$ cat config.mk
export PLATFORM = sky130hd
export DESIGN_NAME = control_char_escaping_utf8_transcoder_unit
export DESIGN_NICKNAME = d
export VERILOG_FILES = /design/src/hdl/ccesc_pkg.sv /design/src/hdl/ccesc_ctrl.sv /design/src/hdl/ccesc_dpath.sv /design/src/hdl/control_char_escaping_utf8_transcoder_unit.sv
export SDC_FILE = /design/constraint.sdc
export NUM_CORES = 1
export LEC_CHECK = 0
export BUFFER_PORTS_ARGS = -buffer_cell sky130_fd_sc_hd__buf_2
export CAP_MARGIN = 0
export CORE_MARGIN = 1
export CORE_UTILIZATION = 35
export CTS_BUF_LIST = sky130_fd_sc_hd__clkbuf_16
export CTS_CLUSTER_DIAMETER = 150
export DETAILED_ROUTE_END_ITERATION = 7
export PLACE_DENSITY = 0.61
export SLEW_MARGIN = 25
export SYNTH_ARGS = -nofsm -noshare
export SYNTH_HDL_FRONTEND = slang
export SYNTH_SLANG_ARGS = --single-unit
$ cat constraint.sdc
create_clock -name clk_i -period 4.25 [get_ports clk_i]
set_clock_uncertainty 0.15 [all_clocks]
set_input_delay 0.85 -clock clk_i [delete_from_list [all_inputs] [get_ports clk_i]]
set_output_delay 0.85 -clock clk_i [all_outputs]
set_load 0.01 [all_outputs]
$ cat src/hdl/ccesc_pkg.sv
// Shared types, constants and byte-level helper functions for the control-escaping
// UTF-8 transcoder. Used by the controller, the datapath and the top level.
`timescale 1ns / 1ps

package ccesc_pkg;

  // Input item: one raw byte of a text field plus its framing flags
  typedef struct packed {
    logic [7:0] in_byte;
    logic       utf8_input;
    logic       end_of_field;
    logic       empty_field;
  } in_item_t;

  // Output item: one byte of display text
  typedef struct packed {
    logic [7:0] out_byte;
    logic       run_last;
  } out_item_t;

  // Configuration register indexes
  localparam int unsigned CFG_IDX_W = 1;
  localparam logic [CFG_IDX_W-1:0] CFG_PICTURES = 1'b0;
  localparam logic [CFG_IDX_W-1:0] CFG_DIM      = 1'b1;

  // Code points and characters
  localparam logic [20:0] CP_REPLACEMENT = 21'h00FFFD;
  localparam logic [20:0] CP_PIC_BASE    = 21'h002400;
  localparam logic [20:0] CP_PIC_DEL     = 21'h002421;
  localparam logic [7:0]  CH_CARET       = 8'h5E;
  localparam logic [7:0]  CH_QUESTION    = 8'h3F;
  localparam logic [7:0]  CH_DEL         = 8'h7F;

  // Controller to datapath commands
  typedef struct packed {
    logic load;    // accept an item
    logic decode;  // decode the next character of the run
    logic emit;    // write one byte to the output register
  } ctl_cmd_t;

  // Datapath to controller status
  typedef struct packed {
    logic ld_hold;    // item at the input only extends a held sequence
    logic ld_empty;   // item at the input is an empty field
    logic run_more;   // bytes left in the run after the current character
    logic char_done;  // current output byte is the last of the character
    logic out_free;   // output register can take a byte this cycle
  } dp_sts_t;

  // UTF-8 encoding of one code point, first byte in slot 0
  typedef struct packed {
    logic [3:0][7:0] bytes;
    logic [2:0]      len;
  } utf8_enc_t;

  // Total sequence length announced by a byte, 1 unless it is a valid lead
  function automatic logic [2:0] lead_length(input logic [7:0] b);
    logic [2:0] len;
    len = 3'd1;
    if ((b & 8'hE0) == 8'hC0)      len = 3'd2;
    else if ((b & 8'hF0) == 8'hE0) len = 3'd3;
    else if ((b & 8'hF8) == 8'hF0) len = 3'd4;
    return len;
  endfunction

  function automatic utf8_enc_t utf8_encode(input logic [20:0] cp);
    utf8_enc_t e;
    e.bytes = '0;
    if (cp < 21'h80) begin
      e.bytes[0] = cp[7:0];
      e.len      = 3'd1;
    end else if (cp < 21'h800) begin
      e.bytes[0] = {3'b110, cp[10:6]};
      e.bytes[1] = {2'b10, cp[5:0]};
      e.len      = 3'd2;
    end else if (cp < 21'h10000) begin
      e.bytes[0] = {4'b1110, cp[15:12]};
      e.bytes[1] = {2'b10, cp[11:6]};
      e.bytes[2] = {2'b10, cp[5:0]};
      e.len      = 3'd3;
    end else begin
      e.bytes[0] = {5'b11110, cp[20:18]};
      e.bytes[1] = {2'b10, cp[17:12]};
      e.bytes[2] = {2'b10, cp[11:6]};
      e.bytes[3] = {2'b10, cp[5:0]};
      e.len      = 3'd4;
    end
    return e;
  endfunction

  // ESC [ 2 m
  function automatic logic [7:0] esc_dim_byte(input logic [1:0] i);
    logic [7:0] v;
    case (i)
      2'd0:    v = 8'h1B;
      2'd1:    v = 8'h5B;
      2'd2:    v = 8'h32;
      default: v = 8'h6D;
    endcase
    return v;
  endfunction

  // ESC [ 0 m
  function automatic logic [7:0] esc_reset_byte(input logic [1:0] i);
    logic [7:0] v;
    case (i)
      2'd0:    v = 8'h1B;
      2'd1:    v = 8'h5B;
      2'd2:    v = 8'h30;
      default: v = 8'h6D;
    endcase
    return v;
  endfunction

  // "(empty)"
  localparam logic [3:0] EMPTY_LEN = 4'd7;

  function automatic logic [7:0] empty_text_byte(input logic [2:0] i);
    logic [7:0] v;
    case (i)
      3'd0:    v = 8'h28;
      3'd1:    v = 8'h65;
      3'd2:    v = 8'h6D;
      3'd3:    v = 8'h70;
      3'd4:    v = 8'h74;
      3'd5:    v = 8'h79;
      default: v = 8'h29;
    endcase
    return v;
  endfunction

endpackage

$ cat src/hdl/ccesc_ctrl.sv
// Sequencer of the transcoder: accepts items, steps the datapath through
// decode and byte emission. Depends on ccesc_pkg.
`timescale 1ns / 1ps

module ccesc_ctrl (
  input  logic                clk_i,
  input  logic                rst_ni,
  input  logic                in_valid_i,
  output logic                in_stall_o,
  input  ccesc_pkg::dp_sts_t  sts_i,
  output ccesc_pkg::ctl_cmd_t cmd_o
);
  import ccesc_pkg::*;

  typedef enum logic [1:0] {
    ST_IDLE,
    ST_DECODE,
    ST_EMIT
  } state_e;

  state_e state_q;

  // Commands follow from the state and the handshakes
  always_comb begin
    in_stall_o    = (state_q != ST_IDLE);
    cmd_o.load    = in_valid_i && (state_q == ST_IDLE);
    cmd_o.decode  = (state_q == ST_DECODE);
    cmd_o.emit    = (state_q == ST_EMIT) && sts_i.out_free;
  end

  // State register
  always_ff @(posedge clk_i or negedge rst_ni) begin
    if (!rst_ni) begin
      state_q <= ST_IDLE;
    end else begin
      case (state_q)
        ST_IDLE: begin
          if (in_valid_i) begin
            if (sts_i.ld_empty)     state_q <= ST_EMIT;
            else if (!sts_i.ld_hold) state_q <= ST_DECODE;
          end
        end
        ST_DECODE: begin
          state_q <= ST_EMIT;
        end
        ST_EMIT: begin
          if (sts_i.out_free && sts_i.char_done) begin
            state_q <= sts_i.run_more ? ST_DECODE : ST_IDLE;
          end
        end
        default: begin
          state_q <= ST_IDLE;
        end
      endcase
    end
  end

endmodule

$ cat src/hdl/ccesc_dpath.sv
// Datapath of the transcoder: held sequence, run buffer, character decoder,
// renderer and output register. Depends on ccesc_pkg.
`timescale 1ns / 1ps

module ccesc_dpath (
  input  logic                           clk_i,
  input  logic                           rst_ni,
  input  ccesc_pkg::in_item_t            in_item_i,
  input  logic                           cfg_we_i,
  input  logic [ccesc_pkg::CFG_IDX_W-1:0] cfg_idx_i,
  input  logic                           cfg_wdata_i,
  input  ccesc_pkg::ctl_cmd_t            cmd_i,
  output ccesc_pkg::dp_sts_t             sts_o,
  input  logic                           out_stall_i,
  output logic                           out_valid_o,
  output ccesc_pkg::out_item_t           out_item_o
);
  import ccesc_pkg::*;

  // Configuration
  logic pictures_q, dim_q;

  // Incomplete sequence carried between items
  logic [2:0][7:0] held_q, held_d;
  logic [1:0]      held_cnt_q, held_cnt_d;
  logic [2:0]      seq_len_q, seq_len_d;

  // Run being decoded, oldest byte in slot 0
  logic [3:0][7:0] buf_q, buf_d;
  logic [2:0]      run_n_q, run_n_d;
  logic            latin_q, latin_d;
  logic            text_q, text_d;

  // Rendered character
  logic [3:0][7:0] body_q, body_d;
  logic [2:0]      body_len_q, body_len_d;
  logic            wrap_q, wrap_d;
  logic [3:0]      idx_q, idx_d;

  // Output register
  logic            out_valid_q, out_valid_d;
  out_item_t       out_q, out_d;

  // Load-side decisions
  logic [2:0] cnt;
  logic [2:0] need;
  logic       hold;

  always_comb begin
    cnt  = {1'b0, held_cnt_q} + 3'd1;
    need = (cnt == 3'd1) ? lead_length(in_item_i.in_byte) : seq_len_q;
    hold = in_item_i.utf8_input && !in_item_i.empty_field && !in_item_i.end_of_field &&
           (cnt < need) && (cnt <= 3'd3);
  end

  // Character decode at the head of the run
  logic [7:0]  b0, b1, b2, b3;
  logic [2:0]  hlen;
  logic [20:0] cp;
  logic [2:0]  adv;
  logic        is_ctrl;
  utf8_enc_t   enc;
  logic [20:0] pic_cp;

  always_comb begin
    b0   = buf_q[0];
    b1   = buf_q[1];
    b2   = buf_q[2];
    b3   = buf_q[3];
    hlen = lead_length(b0);
    adv  = 3'd1;
    if (latin_q || b0 < 8'h80) begin
      cp = {13'd0, b0};
    end else if (hlen == 3'd2 && run_n_q >= 3'd2) begin
      cp  = {10'd0, b0[4:0], b1[5:0]};
      adv = 3'd2;
    end else if (hlen == 3'd3 && run_n_q >= 3'd3) begin
      cp  = {5'd0, b0[3:0], b1[5:0], b2[5:0]};
      adv = 3'd3;
    end else if (hlen == 3'd4 && run_n_q >= 3'd4) begin
      cp  = {b0[2:0], b1[5:0], b2[5:0], b3[5:0]};
      adv = 3'd4;
    end else begin
      cp = CP_REPLACEMENT;
    end
    is_ctrl = (cp <= 21'd31) || (cp == {13'd0, CH_DEL});
    pic_cp  = (cp == {13'd0, CH_DEL}) ? CP_PIC_DEL : (CP_PIC_BASE | {16'd0, cp[4:0]});
    enc     = utf8_encode(is_ctrl ? pic_cp : cp);
  end

  // Emit-side byte selection
  logic [3:0] off, tail, last_idx;
  logic [7:0] cur_byte;
  logic       char_done;

  always_comb begin
    off  = idx_q - 4'd4;
    tail = off - {1'b0, body_len_q};
    if (text_q)      last_idx = EMPTY_LEN - 4'd1;
    else if (wrap_q) last_idx = {1'b0, body_len_q} + 4'd7;
    else             last_idx = {1'b0, body_len_q} - 4'd1;
    if (text_q) begin
      cur_byte = empty_text_byte(idx_q[2:0]);
    end else if (wrap_q) begin
      if (idx_q < 4'd4)                     cur_byte = esc_dim_byte(idx_q[1:0]);
      else if (off < {1'b0, body_len_q})    cur_byte = body_q[off[1:0]];
      else                                  cur_byte = esc_reset_byte(tail[1:0]);
    end else begin
      cur_byte = body_q[idx_q[1:0]];
    end
    char_done = (idx_q == last_idx);
  end

  // Status to the controller
  always_comb begin
    sts_o.ld_hold   = hold;
    sts_o.ld_empty  = in_item_i.empty_field;
    sts_o.run_more  = !text_q && (run_n_q != 3'd0);
    sts_o.char_done = char_done;
    sts_o.out_free  = !out_valid_q || !out_stall_i;
  end

  // Next-state logic
  always_comb begin
    held_d      = held_q;
    held_cnt_d  = held_cnt_q;
    seq_len_d   = seq_len_q;
    buf_d       = buf_q;
    run_n_d     = run_n_q;
    latin_d     = latin_q;
    text_d      = text_q;
    body_d      = body_q;
    body_len_d  = body_len_q;
    wrap_d      = wrap_q;
    idx_d       = idx_q;
    out_d       = out_q;
    out_valid_d = out_valid_q && out_stall_i;

    if (cmd_i.load) begin
      idx_d = '0;
      if (in_item_i.empty_field) begin
        held_cnt_d = '0;
        seq_len_d  = '0;
        text_d     = 1'b1;
        run_n_d    = '0;
      end else if (!in_item_i.utf8_input) begin
        held_cnt_d = '0;
        seq_len_d  = '0;
        buf_d[0]   = in_item_i.in_byte;
        run_n_d    = 3'd1;
        latin_d    = 1'b1;
        text_d     = 1'b0;
      end else if (hold) begin
        held_d[held_cnt_q] = in_item_i.in_byte;
        held_cnt_d         = cnt[1:0];
        seq_len_d          = need;
      end else begin
        for (int k = 0; k < 4; k++) begin
          if (k < 3 && k < int'(held_cnt_q)) buf_d[k] = held_q[k];
          else                               buf_d[k] = in_item_i.in_byte;
        end
        run_n_d    = cnt;
        latin_d    = 1'b0;
        text_d     = 1'b0;
        held_cnt_d = '0;
        seq_len_d  = '0;
      end
    end

    // Decode one character and render its body
    if (cmd_i.decode) begin
      idx_d   = '0;
      run_n_d = run_n_q - adv;
      case (adv)
        3'd1:    buf_d = {8'd0, buf_q[3], buf_q[2], buf_q[1]};
        3'd2:    buf_d = {16'd0, buf_q[3], buf_q[2]};
        3'd3:    buf_d = {24'd0, buf_q[3]};
        default: buf_d = '0;
      endcase
      wrap_d = is_ctrl && dim_q;
      if (is_ctrl && !pictures_q) begin
        body_d[0]  = CH_CARET;
        body_d[1]  = (cp == {13'd0, CH_DEL}) ? CH_QUESTION : {3'b010, cp[4:0]};
        body_d[2]  = 8'd0;
        body_d[3]  = 8'd0;
        body_len_d = 3'd2;
      end else begin
        body_d     = enc.bytes;
        body_len_d = enc.len;
      end
    end

    // One byte into the output register
    if (cmd_i.emit) begin
      out_d.out_byte = cur_byte;
      out_d.run_last = char_done && (text_q || run_n_q == 3'd0);
      out_valid_d    = 1'b1;
      idx_d          = idx_q + 4'd1;
    end
  end

  // Registers
  always_ff @(posedge clk_i or negedge rst_ni) begin
    if (!rst_ni) begin
      pictures_q  <= 1'b0;
      dim_q       <= 1'b0;
      held_q      <= '0;
      held_cnt_q  <= '0;
      seq_len_q   <= '0;
      buf_q       <= '0;
      run_n_q     <= '0;
      latin_q     <= 1'b0;
      text_q      <= 1'b0;
      body_q      <= '0;
      body_len_q  <= 3'd1;
      wrap_q      <= 1'b0;
      idx_q       <= '0;
      out_valid_q <= 1'b0;
      out_q       <= '0;
    end else begin
      if (cfg_we_i) begin
        case (cfg_idx_i)
          CFG_PICTURES: pictures_q <= cfg_wdata_i;
          CFG_DIM:      dim_q      <= cfg_wdata_i;
          default:      ;
        endcase
      end
      held_q      <= held_d;
      held_cnt_q  <= held_cnt_d;
      seq_len_q   <= seq_len_d;
      buf_q       <= buf_d;
      run_n_q     <= run_n_d;
      latin_q     <= latin_d;
      text_q      <= text_d;
      body_q      <= body_d;
      body_len_q  <= body_len_d;
      wrap_q      <= wrap_d;
      idx_q       <= idx_d;
      out_valid_q <= out_valid_d;
      out_q       <= out_d;
    end
  end

  assign out_valid_o = out_valid_q;
  assign out_item_o  = out_q;

endmodule

$ cat src/hdl/control_char_escaping_utf8_transcoder_unit.sv
// Top level of the control-escaping UTF-8 transcoder: controller plus datapath.
// Depends on ccesc_pkg, ccesc_ctrl and ccesc_dpath.
//
// Usage:
//   Input channel (in_valid_i / in_stall_o / in_item_i) carries one byte of a
//   text field per item, with its mode and end-of-field flags. Output channel
//   (out_valid_o / out_stall_i / out_item_o) carries display-text bytes; run_last
//   marks the last byte that an input item produces. A byte that only extends an
//   incomplete UTF-8 sequence produces nothing; the sequencer stays idle.
//   Configuration is written through cfg_we_i / cfg_idx_i / cfg_wdata_i while idle.
// Sequencing:
//   An item is accepted in the idle state; each decoded character then passes
//   through a decode step and one emit step per output byte, with the emit step
//   waiting while the output register cannot take a byte. The first result byte
//   is written by the emit step that follows the decode step, or by the first
//   emit step directly for an empty field, which has no decode step. Emission is
//   byte-serial through the single output register.
// Reset and stall:
//   Reset clears the held sequence, the configuration and the output register.
//   While the receiver stalls, the output byte holds and the sequencer waits; the
//   next item is accepted as soon as the last byte of the previous one sits in
//   the output register.
`timescale 1ns / 1ps

module control_char_escaping_utf8_transcoder_unit (
  input  logic                            clk_i,
  input  logic                            rst_ni,
  input  logic                            in_valid_i,
  output logic                            in_stall_o,
  input  ccesc_pkg::in_item_t             in_item_i,
  output logic                            out_valid_o,
  input  logic                            out_stall_i,
  output ccesc_pkg::out_item_t            out_item_o,
  input  logic                            cfg_we_i,
  input  logic [ccesc_pkg::CFG_IDX_W-1:0] cfg_idx_i,
  input  logic                            cfg_wdata_i
);
  import ccesc_pkg::*;

  ctl_cmd_t cmd;
  dp_sts_t  sts;

  ccesc_ctrl u_ctrl (
    .clk_i      (clk_i),
    .rst_ni     (rst_ni),
    .in_valid_i (in_valid_i),
    .in_stall_o (in_stall_o),
    .sts_i      (sts),
    .cmd_o      (cmd)
  );

  ccesc_dpath u_dpath (
    .clk_i       (clk_i),
    .rst_ni      (rst_ni),
    .in_item_i   (in_item_i),
    .cfg_we_i    (cfg_we_i),
    .cfg_idx_i   (cfg_idx_i),
    .cfg_wdata_i (cfg_wdata_i),
    .cmd_i       (cmd),
    .sts_o       (sts),
    .out_stall_i (out_stall_i),
    .out_valid_o (out_valid_o),
    .out_item_o  (out_item_o)
  );

endmodule
Yosys cells after proc, flatten, opt, wreduce, memory -nomap -nowiden
Index checks and enable logic that the tools add are counted.
{"block": "word_totals", "out_inout_bits": 11, "reg_bits": 120, "word_cells": 210}
{"block": "classes", "muxes": 77, "n_reduce_logical": 45, "eq_ne": 35, "n_lt_le_gt_ge": 19, "n_addsub": 7, "bitwise": 2}
{"operator": "$mux 32", "n": 5}
{"operator": "$mux 21", "n": 5}
{"operator": "$mux 8", "n": 12}
{"operator": "$pmux 24 s3", "n": 1}
{"operator": "$mux 3", "n": 20}
{"operator": "$mux 24", "n": 2}
{"operator": "$pmux 7 s3", "n": 2}
{"operator": "$pmux 7 s6", "n": 1}
{"operator": "$bmux 8 s2", "n": 2}
{"operator": "$mux 25", "n": 1}
{"operator": "$bwmux 24", "n": 1}
{"operator": "$eq 21x7->1 const B", "n": 1}
{"operator": "$le 21x5->1 const B", "n": 1}
{"operator": "$lt 21x12->1 const B", "n": 1}
{"operator": "$lt 21x17->1 const B", "n": 1}
{"operator": "$lt 21x8->1 const B", "n": 1}
{"operator": "$mux 4", "n": 5}
{"operator": "$mux 19", "n": 1}
{"operator": "$eq 3x2->1 const B", "n": 6}
{"operator": "$demux 8 s2", "n": 1}
{"operator": "$logic_and 1x1->1", "n": 16}
{"operator": "$mux 16", "n": 1}
{"operator": "$eq 3x3->1 const B", "n": 5}
{"operator": "$mux 2", "n": 7}
{"operator": "other kinds (43)", "n": 86}

Depth between registers and ports, before layout
Gate-level depths: netlist (run 1).
{"block": "depth", "ltp_word": 18, "ltp_mapped": 14, "mapped_depth_nobuf": 12}

Modules after synthesis
A second synthesis (run 1) with hierarchy kept.
{"block": "unflattened", "hier_cells": 804, "hier_area_um2": 7394.6}
{"module": "ccesc_dpath", "cells_each": 789, "n_inst": 1, "area_per_inst_um2": 7262.0}
{"module": "ccesc_ctrl", "cells_each": 15, "n_inst": 1, "area_per_inst_um2": 132.6}

Least setup slack after synthesis (run 1)
OpenSTA, ideal clock, no wires.
{"block": "synth_path", "path_kind": "register -> register", "from": "reg u_dpath.buf_q (netlist bit u_dpath.b0[4])", "to": "reg u_dpath.body_q[2] (netlist bit)", "setup_slack_ns": 0.789, "t_arrival_ns": 3.238, "path_buffers": 4, "period_less_slack_ns": 3.461, "setup_ns": 0.073, "stages_incl_launch_ff": 13, "path_cell_list": "dfrtp_1 nand4b_2 or2_1 buf_6 o221a_1 or4_1 buf_2 or3_1 buf_2 or3_1 buf_2 o32a_1 a21oi_2"}
{"block": "synth_between", "elab_chain_len": 18, "word_cells_on_any_way": 30, "classes_between": "order compare (5); eq/ne (6); mux (13); reduce/logical (6)"}
{"element": "from (decl)", "line": "ccesc_dpath.sv:29", "rtl": "logic [3:0][7:0] buf_q, buf_d;"}
{"element": "from (signal assigned)", "line": "ccesc_dpath.sv:231", "rtl": "buf_q <= buf_d;"}
{"element": "$eq 5x5->1", "line": "ccesc_pkg.sv:62", "rtl": "else if ((b & 8'hF8) == 8'hF0) len = 3'd4;"}
{"element": "$mux 3", "line": "ccesc_pkg.sv:62"}
{"element": "$mux 3", "line": "ccesc_pkg.sv:61", "rtl": "else if ((b & 8'hF0) == 8'hE0) len = 3'd3;"}
{"element": "$mux 3", "line": "ccesc_pkg.sv:60", "rtl": "if ((b & 8'hE0) == 8'hC0) len = 3'd2;"}
{"element": "$eq 3x3->1", "line": "ccesc_dpath.sv:80", "rtl": "end else if (hlen == 3'd4 && run_n_q >= 3'd4) begin"}
{"element": "$logic_and 1x1->1", "line": "ccesc_dpath.sv:80"}
{"element": "$mux 21", "line": "ccesc_dpath.sv:80"}
{"element": "$mux 21", "line": "ccesc_dpath.sv:77", "rtl": "end else if (hlen == 3'd3 && run_n_q >= 3'd3) begin"}
{"element": "(+2 left out)"}
{"element": "$le 21x5->1 / $eq 21x7->1 (equally long branches)", "line": "ccesc_dpath.sv:86, ccesc_dpath.sv:87"}
{"element": "$logic_or 1x1->1 / $mux 6 (equally long branches)", "line": "ccesc_dpath.sv:86, ccesc_dpath.sv:87"}
{"element": "$mux 21", "line": "ccesc_dpath.sv:88", "rtl": "enc = utf8_encode(is_ctrl ? pic_cp : cp);"}
{"element": "$lt 21x17->1", "line": "ccesc_pkg.sv:76", "rtl": "end else if (cp < 21'h10000) begin"}
{"element": "$mux 25", "line": "ccesc_pkg.sv:76"}
{"element": "$mux 19", "line": "ccesc_pkg.sv:72", "rtl": "end else if (cp < 21'h800) begin"}
{"element": "$mux 11", "line": "ccesc_pkg.sv:69", "rtl": "if (cp < 21'h80) begin"}
{"element": "$mux 32 (*)", "line": "ccesc_dpath.sv:181", "rtl": "if (is_ctrl && !pictures_q) begin"}
{"element": "to (signal assigned)", "line": "ccesc_dpath.sv:235", "rtl": "body_q <= body_d;"}
{"element": "to (decl)", "line": "ccesc_dpath.sv:35", "rtl": "logic [3:0][7:0] body_q, body_d;"}
Every way passes the cells marked *; elsewhere a longest branch is shown, timed or not.
A chain may end at the register's enable or synchronous reset.

Final worst setup path (run 1)
{"block": "layout_path", "from": "reg u_dpath.buf_q (netlist bit u_dpath.b0[3])", "to": "reg u_dpath.body_q[2] (netlist bit)"}
Same word-level chain as after synthesis.

==> results of run 1 <==
==> cell usage after synthesis, types with 11 or more instances <==
cell type  number
a22o_1         11
o22a_1         14
a21oi_1        58
a22oi_1        13
nor2_1         56
nand3_1        24
mux2_2         38
nand2_1        78
dfrtp_1       116
nor3_1         14
o21ai_0        53
ha_1           22
clkbuf_1       41
inv_1          22
mux2i_1        32
==> registers in the layout, summed over array words and instances (netlist names) <==
signal / flops
u_dpath.dim_q: 1
u_ctrl.state_q: 2
u_dpath.latin_q: 1
u_dpath.text_q: 1
u_dpath.held_cnt_q: 2
u_dpath.b3: 8
u_dpath.seq_len_q: 3
u_dpath.wrap_q: 1
u_dpath.run_n_q: 3
u_dpath.b2: 8
u_dpath.body_len_q: 3
u_dpath.idx_q: 4
u_dpath.b0: 8
u_dpath.b1: 8
u_dpath.out_item_o: 9
u_dpath.pictures_q: 1
u_dpath.body_q: 29
u_dpath.out_valid_o: 1
u_dpath.held_q: 24
==> power groups by stage <==
stage,Clock (mW),Sequential [mW],Combinational [mW]
global route,1.49,2.05,3.02
finish,1.42,2.00,2.72
global placement,0,2.00,2.68
detailed placement,0,2.00,2.70
floorplan,0,1.81,2.03
CTS,1.44,1.99,2.71
==> routing by layer <==
metal	vias to the layer above	part of all wire	track usage
met4	0	0.015	0.0589
met3	25	0.042	0.0381
met2	156	0.46	0.303
met5	-	0	0
li1	2911	-	-
met1	3061	0.48	0.280
==> worst max-delay path by stage <==
stage | start | endpoint | slack (ns) | cells after the start
floorplan | u_dpath.b0[4]$_DFFE_PN0P_ | u_dpath.body_q[2]$_DFFE_PN0P_ | 0.79 | 12
global placement | u_dpath.b0[3]$_DFFE_PN0P_ | u_dpath.body_q[2]$_DFFE_PN0P_ | 0.51 | 9
detailed placement | u_dpath.b0[3]$_DFFE_PN0P_ | u_dpath.body_q[2]$_DFFE_PN0P_ | 0.40 | 9
CTS | u_dpath.b0[3]$_DFFE_PN0P_ | u_dpath.body_q[2]$_DFFE_PN0P_ | 0.38 | 9
global route | u_dpath.b0[7]$_DFFE_PN0P_ | u_dpath.body_q[12]$_DFFE_PN0P_ | 0.13 | 8
finish | u_dpath.b0[3]$_DFFE_PN0P_ | u_dpath.body_q[2]$_DFFE_PN0P_ | 0.36 | 9
==> metrics by stage <==
stage / utilization / worst slack (ns) / hold WS [ns]
after floorplan: - / 0.789 / 0.291
after global placement: 0.380 / 0.513 / 0.308
after detailed placement: 0.380 / 0.399 / 0.315
after CTS: 0.408 / 0.382 / 0.327
after global routing: 0.408 / 0.134 / 0.351
final: 0.408 / 0.360 / 0.319
==> cells by family (layout without fill, tap and decap cells) <==
family,after synthesis,after routing,share of synthesized area
buf+inv,80,105,0.0444
simple gates,234,234,0.155
compound gates,236,236,0.222
xor+xnor,6,6,0.00723
flops,117,117,0.403
fa+ha+maj,24,24,0.0434
mux,77,77,0.125
==> final cells by class <==
cell class / count / area [um2] / share of cell area
timing repair buffer: 52 / 335 / 0.0405
sequential: 117 / 2930 / 0.353
multi-input combinational: 577 / 4030 / 0.486
clock buffer: 17 / 425 / 0.0513
inverter: 22 / 82.6 / 0.00996
tap: 270 / 338 / 0.0408
clock inverter: 14 / 146 / 0.0177
==> worst reg2reg max path: cells and delay by family (launching register included) <==
kind / cells / cell delay, ns
compound gates: 3 / 0.59
simple gates: 5 / 2.47
flops: 1 / 0.44
buf+inv: 1 / 0.19
==> results.toml, run 1 <==
[outcome]
status = "finished, final reports clean"

[sta]
setup_viol_count_final = 0
finalCritPeriodShare = 0.915
worst_pin_slew_ns = 0.859
hold_violations = 0
fin_tns_setup_ns = 0
finalCriticalPeriod_ns = 3.89
drv_slew = 0
rsz0062_at_grt = "false"
fmax_mhz = 257
slew_headroom = 0.427

[power_and_ir_drop]
power.switching_mw = 2.58
power_mw = 6.14
leakage_nw = 3.56
internal_power_mw = 3.56
netSwitchingFraction = 0.420
power.density_nw_per_um2 = 741
clkPwrFrac = 0.231
irDropWorstVdd_mv = 0.295
pwr-share-comb = 0.444
seqPwrFrac = 0.325

[hold_path]
hp-class = "flip-flop to flip-flop"
hp-start = "u_dpath.out_item_o[7]$_DFFE_PN0P_"
hold_depth = 2
min_to = "u_dpath.out_item_o[7]$_DFFE_PN0P_"

[critical_path]
cpPeakStageDelay_ns = 0.67
endpoint_kind = "flip-flop"
crit_required_ns = 4.45
critPathBufInv = 1
r2r-start = "u_dpath.b0[3]$_DFFE_PN0P_"
critical-path-top-delay-family = "simple AND/OR/NAND/NOR gates"
worstSetupPathType = "flip-flop to flip-flop"
reg2regPathDepth = 9
cp-start-kind = "flip-flop"
cp.arrival_ns = 4.09
crit_top_cell = "or3_1"
cp_slowest_cell = "or4_1"
timing.rr.end = "u_dpath.body_q[2]$_DFFE_PN0P_"
critPathMaxFanout = 10
crit_chain = "nand4b_1 > nor3_4 > a221oi_2 > or4_1 > or3_1 > or3_1 > buf_4 > o32a_1 > a21oi_2"
reg2reg_slack_ns = 0.36

[finish]
antennaDiodeCount = 0
nFillCells = 2007
final_cell_area_um2 = 8290
area_growth_pct = 14.1
nets = 829
fin_cells = 1069
final_common_cell = "dfrtp_1"
final_layout_size_suffix_gt1_frac = 0.176
most-common-layout-cells = "dfrtp_1 (116), nand2_1 (78), a21oi_1 (58)"

[floorplan]
ios = 29
core_um2 = 20300
die_area_um2 = 21300
die_x_um = 146
start_util = 0.358
die_y_um = 146
num_rows = 52

[synth]
syn_avg_cell_area_um2 = 9.39
yosysSeqAreaShare = 0.403
yosysWarnings = 0
synth_ff_type = "dfrtp_1"
netlist_instances = 774
ys_ff_latch = 117
synth-async-reset-ratio = 1.00
syn_area_um2 = 7270
synth.distinct_cells = 69
synth_nets = 816
synth_edf_count = 0
synth_top_area_share = 0.400
yosys-top-cells-area = "dfrtp_1 (40%), mux2_2 (5.9%), mux2i_1 (4.4%)"
synth_top_area_cell = "dfrtp_1"

[global_route]
track_usage = 0.197
grt_pass1_wl_um = 33000
grt_max_degree = 67
overflow = 0
grt_pass1_vias = 5817
antenna_found_initial = 0

[drt]
drc_errors = 0
drtPass1Iterations = 5
antenna_left = 0
drt-wirelength-per-cell_um = 19.0
viasPerCell = 5.76
first_iter_violations = 494
drt_wl_total_um = 20300
num_vias = 6153

[cts]
cts.sinks = 117
cts_buffers = 17
cts_setup_buffers = 0
clockRootBuffer = "clkbuf_16"
cts_tree = "yes"
cts-htree-levels = 4
clock_latency_ns = 0.42
hold_buffers = 0
cts_resized = 0
clk_pin_slew_worst_paths_ns = 0.06
clock_path_buffers = 2

[placement]
dpl.cell_count = 1038
io_buffers = 28
place.gp.congestion = 0.887
place_hpwl_um = 14500
dpl_cell_area_um2 = 7720

[job]
maxCapViolations = 0
Power figures use the tool's default switching activity.
==> run 2: changes to the inputs <==
- CORE_UTILIZATION: 35 -> 45
- PLACE_DENSITY: 0.61 -> 0.72
==> run 2 against run 1 <==
Compared with the run above:
- global-route usage up 6.6 points
- total power up 0.46%
- clock power up 4%
- utilization up 11 points
- non-clock buffer count down 5
- sequential power up 3%
- routed wire length down 1.1%
- die area down 22%
- clock-buffer cell count unchanged
- via count up 1.2%
==> results.toml, run 2 (synthesis gave the netlist of run 1 again) <==
[global_route]
use_met2 = 0.437
grt_max_degree = 61
busiest_layer = "met2"
grt_pass1_wl_um = 33300
gr-usage-met1 = 0.337
grt_use_met3 = 0.0508
grt_pass1_vias = 6336
antenna_found_initial = 0
overflow = 0
track_usage = 0.263

[sta]
worst_pin_slew_ns = 0.838
fin_ws_ns = 0.414
rsz0062_at_grt = "false"
fin_tns_setup_ns = 0
hold_violations = 0
slew_headroom = 0.441
hold_slack_ns = 0.283
fmax_mhz = 261
setup_viol_count_final = 0
finalCritPeriodShare = 0.903
drv_slew = 0
finalCriticalPeriod_ns = 3.84

[placement]
place.gp.congestion = 0.956
dp_slack_ns = 0.465
io_buffers = 28
place_hpwl_um = 14500

[cts]
cts-htree-levels = 4
hold_buffers = 0
cts_buffers = 17
cts.sinks = 117
cts_setup_buffers = 0
cts_resized = 0
clockRootBuffer = "clkbuf_16"
clock_latency_ns = 0.42
clk_pin_slew_worst_paths_ns = 0.06
cts_tree = "yes"
clock_path_buffers = 2

[critical_path]
crit_required_ns = 4.45
worstSetupPathType = "flip-flop to flip-flop"
cp-start-kind = "flip-flop"
cp.arrival_ns = 4.04
cp_slowest_cell = "or4_1"
crit_top_cell = "or3_1"
endpoint_kind = "flip-flop"
critPathMaxFanout = 10
crit_chain = "nand4b_1 > nor3_4 > a221oi_2 > or4_1 > or3_1 > or3_1 > o32a_1 > a21oi_2"
cpPeakStageDelay_ns = 0.66

[finish]
largest_reg_flops = 29
final_layout_size_suffix_gt1_frac = 0.177
most-common-layout-cells = "dfrtp_1 (116), nand2_1 (78), a21oi_1 (58)"
antennaDiodeCount = 0
nets = 824
final_common_cell = "dfrtp_1"
utilization = 0.518
area_growth_pct = 12.9
top_register = "u_dpath.body_q"

[drt]
drc_errors = 0
num_vias = 6224
drt-wirelength-per-cell_um = 19.9
drtPass1Iterations = 5
first_iter_violations = 363
drt_wl_total_um = 20100
antenna_left = 0
viasPerCell = 6.16

[power_and_ir_drop]
power.density_nw_per_um2 = 752
leakage_nw = 3.55
irDropWorstVdd_mv = 0.382
power_mw = 6.17

[floorplan]
num_rows = 46
die_y_um = 129
ios = 29
start_util = 0.459
die_area_um2 = 16700
core_um2 = 15800
die_x_um = 129

[outcome]
status = "finished, final reports clean"

[job]
maxCapViolations = 0

[hold_path]
hp-class = "input port to asynchronous set/reset pin"
-- run 2: worst paths after layout --
check	cells after the start	start	endpoint	slack, ns
max reg2reg	8	u_dpath.b0[3]$_DFFE_PN0P_	u_dpath.body_q[2]$_DFFE_PN0P_	0.41
max	8	u_dpath.b0[3]$_DFFE_PN0P_	u_dpath.body_q[2]$_DFFE_PN0P_	0.41
min in group clk_i	2	u_dpath.body_q[17]$_DFFE_PN0P_	u_dpath.body_q[17]$_DFFE_PN0P_	0.33
min	1	rst_ni	u_dpath.idx_q[2]$_DFFE_PN0P_	0.28
min reg2reg	2	u_dpath.body_q[17]$_DFFE_PN0P_	u_dpath.body_q[17]$_DFFE_PN0P_	0.33
max in group asynchronous	2	rst_ni	u_dpath.body_len_q[0]$_DFFE_PN1P_	2.73
-- run 2: cell type report --
cell class	count	area (um2)
Fill cell	1414	7620
Timing Repair Buffer	47	285
Tap cell	216	270
Clock inverter	15	180
Clock buffer	17	425
Inverter	22	82.6
Sequential cell	117	2930
Multi-Input combinational cell	577	4030
-- run 2: through the flow --
step / std cells / area (um2)
global route: 1011 / 8210
CTS: 1011 / 8210
detailed placement: 979 / 7600
floorplan: 774 / 7270
global placement: 979 / 7600
finish: 1011 / 8210
-- run 2: power breakdown --
group          internal, mW  switching (mW)  total [mW]
clock network         0.924           0.551        1.48
logic                  1.09            1.54        2.64
registers              1.52           0.532        2.05
-- run 2: per-layer routing --
layer  vias up  wire (um)
met4         0        463
met3        36       1010
met1      3106       8890
met2       177       9710
li1       2905          -
met5         -          0
-- run 2: worst max-delay path, delay by kind of cell, from the launching register on --
family	cells	cell delay (ns)
and+or+nand+nor	5	2.53
DFF	1	0.44
AOI/OAI and AO/OA	3	0.65
==> run 3: changes to the inputs <==
- PLACE_DENSITY: 0.72 -> unset
==> run 3 against run 2 <==
Compared with the run above:
- global-route usage rose by 0.78 points
- non-clock buffer count rose by 5
- routed wire length is 4.9% higher
- worst hold slack improved by 0.035 ns
- die area unchanged
- utilization increased by 0.37 points
- sequential cell count unchanged
- sequential power barely moved
- total power grew 1.4%
- fmax is 0.48% lower
- combinational power rose by 3%
- critical path type unchanged
- critical endpoint is now u_dpath.body_q[12]$_DFFE_PN0P_
- largest cell class unchanged
- highest routed layer unchanged
==> results.toml, run 3 (synthesis gave the netlist of run 1 again) <==
[power_and_ir_drop]
power.density_nw_per_um2 = 757
irDropWorstVdd_mv = 0.350
leakage_nw = 3.58

[finish]
most-common-layout-cells = "dfrtp_1 (116), nand2_1 (78), a21oi_1 (58)"
final_common_cell = "dfrtp_1"
final_layout_size_suffix_gt1_frac = 0.181
top_register = "u_dpath.body_q"
largest_reg_flops = 29
antennaDiodeCount = 0
nets = 829
final_cell_area_um2 = 8260
area_growth_pct = 13.7

[floorplan]
core_um2 = 15800
num_rows = 46
ios = 29
start_util = 0.459
die_area_um2 = 16700
die_x_um = 129
die_y_um = 129

[sta]
rsz0062_at_grt = "false"
hold_violations = 0
finalCriticalPeriod_ns = 3.85
finalCritPeriodShare = 0.907
setup_viol_count_final = 0
fin_ws_ns = 0.396
slew_headroom = 0.364
fmax_mhz = 259
worst_pin_slew_ns = 0.953
fin_tns_setup_ns = 0
drv_slew = 0

[cts]
cts_tree = "yes"
clockRootBuffer = "clkbuf_16"
cts.sinks = 117
cts_setup_buffers = 0
clock_latency_ns = 0.42
hold_buffers = 0
cts-htree-levels = 4
cts_resized = 0
clock_path_buffers = 2
clk_pin_slew_worst_paths_ns = 0.06
cts_buffers = 17

[critical_path]
worstSetupPathType = "flip-flop to flip-flop"
endpoint_kind = "flip-flop"
reg2reg_slack_ns = 0.40
cp.arrival_ns = 4.01
endpoint = "u_dpath.body_q[12]$_DFFE_PN0P_"
reg2regPathDepth = 8
timing.rr.end = "u_dpath.body_q[12]$_DFFE_PN0P_"
crit_required_ns = 4.40
critPathMaxFanout = 12
startpoint = "u_dpath.b0[7]$_DFFE_PN0P_"
cp-start-kind = "flip-flop"
r2r-start = "u_dpath.b0[7]$_DFFE_PN0P_"

[global_route]
grt_pass1_vias = 6145
antenna_found_initial = 0
track_usage = 0.270
grt_pass1_wl_um = 33900
grt_max_degree = 70
overflow = 0

[hold_path]
hp-class = "flip-flop to flip-flop"

[drt]
antenna_left = 0
drt-wirelength-per-cell_um = 20.7
drt_wl_total_um = 21100
drtPass1Iterations = 4
drc_errors = 0
viasPerCell = 6.16
num_vias = 6260
first_iter_violations = 462

[placement]
dpl_cell_area_um2 = 7650
io_buffers = 28
dp_slack_ns = 0.452
place.gp.congestion = 0.974
place_hpwl_um = 15500

[job]
maxCapViolations = 0

[outcome]
status = "finished, final reports clean"
## run 3: cell types whose count changed in the layout (fill, tap and decap cells not counted)
cell	before	now
clkinv_2	2	4
inv_6	3	0
bufinv_16	3	4
clkinv_1	0	1
clkinv_4	4	3
buf_12	0	1
buf_4	20	24
## run 3: metal layers
metal  share of wire  GRT usage  wire length, um
met5               0          0                0
met4           0.028      0.113              580
met3           0.045     0.0528              939
met2            0.49      0.448            10400
met1            0.44      0.347             9170
## run 3: cell type report
class	instances	area [um2]
fillers	1460	7560
clock buffers	17	425
flip-flops and latches	117	2930
multi-input cells	577	4030
well taps	216	270
clock inverters	15	189
repair buffers	52	335
inverters	22	82.6
## run 3: how the worst min path moves through the flow
stage / startpoint / to / slack, ns / cells after the start
global placement: u_dpath.out_item_o[1]$_DFFE_PN0P_ / u_dpath.out_item_o[1]$_DFFE_PN0P_ / 0.31 / 2
CTS: u_dpath.out_item_o[1]$_DFFE_PN0P_ / u_dpath.out_item_o[1]$_DFFE_PN0P_ / 0.33 / 2
global route: u_dpath.body_q[23]$_DFFE_PN0P_ / u_dpath.body_q[23]$_DFFE_PN0P_ / 0.35 / 2
detailed placement: u_dpath.out_item_o[1]$_DFFE_PN0P_ / u_dpath.out_item_o[1]$_DFFE_PN0P_ / 0.32 / 2
finish: u_dpath.out_item_o[1]$_DFFE_PN0P_ / u_dpath.out_item_o[1]$_DFFE_PN0P_ / 0.32 / 2
floorplan: u_dpath.seq_len_q[1]$_DFFE_PN0P_ / u_dpath.seq_len_q[1]$_DFFE_PN0P_ / 0.29 / 2
## run 3: power breakdown
| group | switching (mW) | internal (mW) | leakage [nW] |
|---|---|---|---|
| clock network | 0.531 | 0.973 | 0.301 |
| registers | 0.511 | 1.52 | 1.50 |
| logic | 1.60 | 1.12 | 1.78 |
## run 3: per-stage QoR
stage / hold slack [ns] / cells / power, mW / utilization
2_1_floorplan: 0.291 / 774 / 3.84 / -
5_1_grt: 0.351 / 1016 / 6.67 / 0.522
6_report: 0.319 / 1016 / 6.26 / 0.522
3_5_place_dp: 0.316 / 984 / 4.72 / 0.483
3_3_place_gp: 0.306 / 984 / 4.68 / 0.483
4_1_cts: 0.328 / 1016 / 6.25 / 0.522
## run 3: worst max-delay path, cell delays in order, from the launching register on
cell	delay, ns
dfrtp_1	0.49
nand2b_1	0.27
a21oi_1	0.69
o221ai_1	0.43
and3b_1	0.36
a211o_1	0.36
a21oi_1	0.54
a21oi_1	0.14
a32o_1	0.29
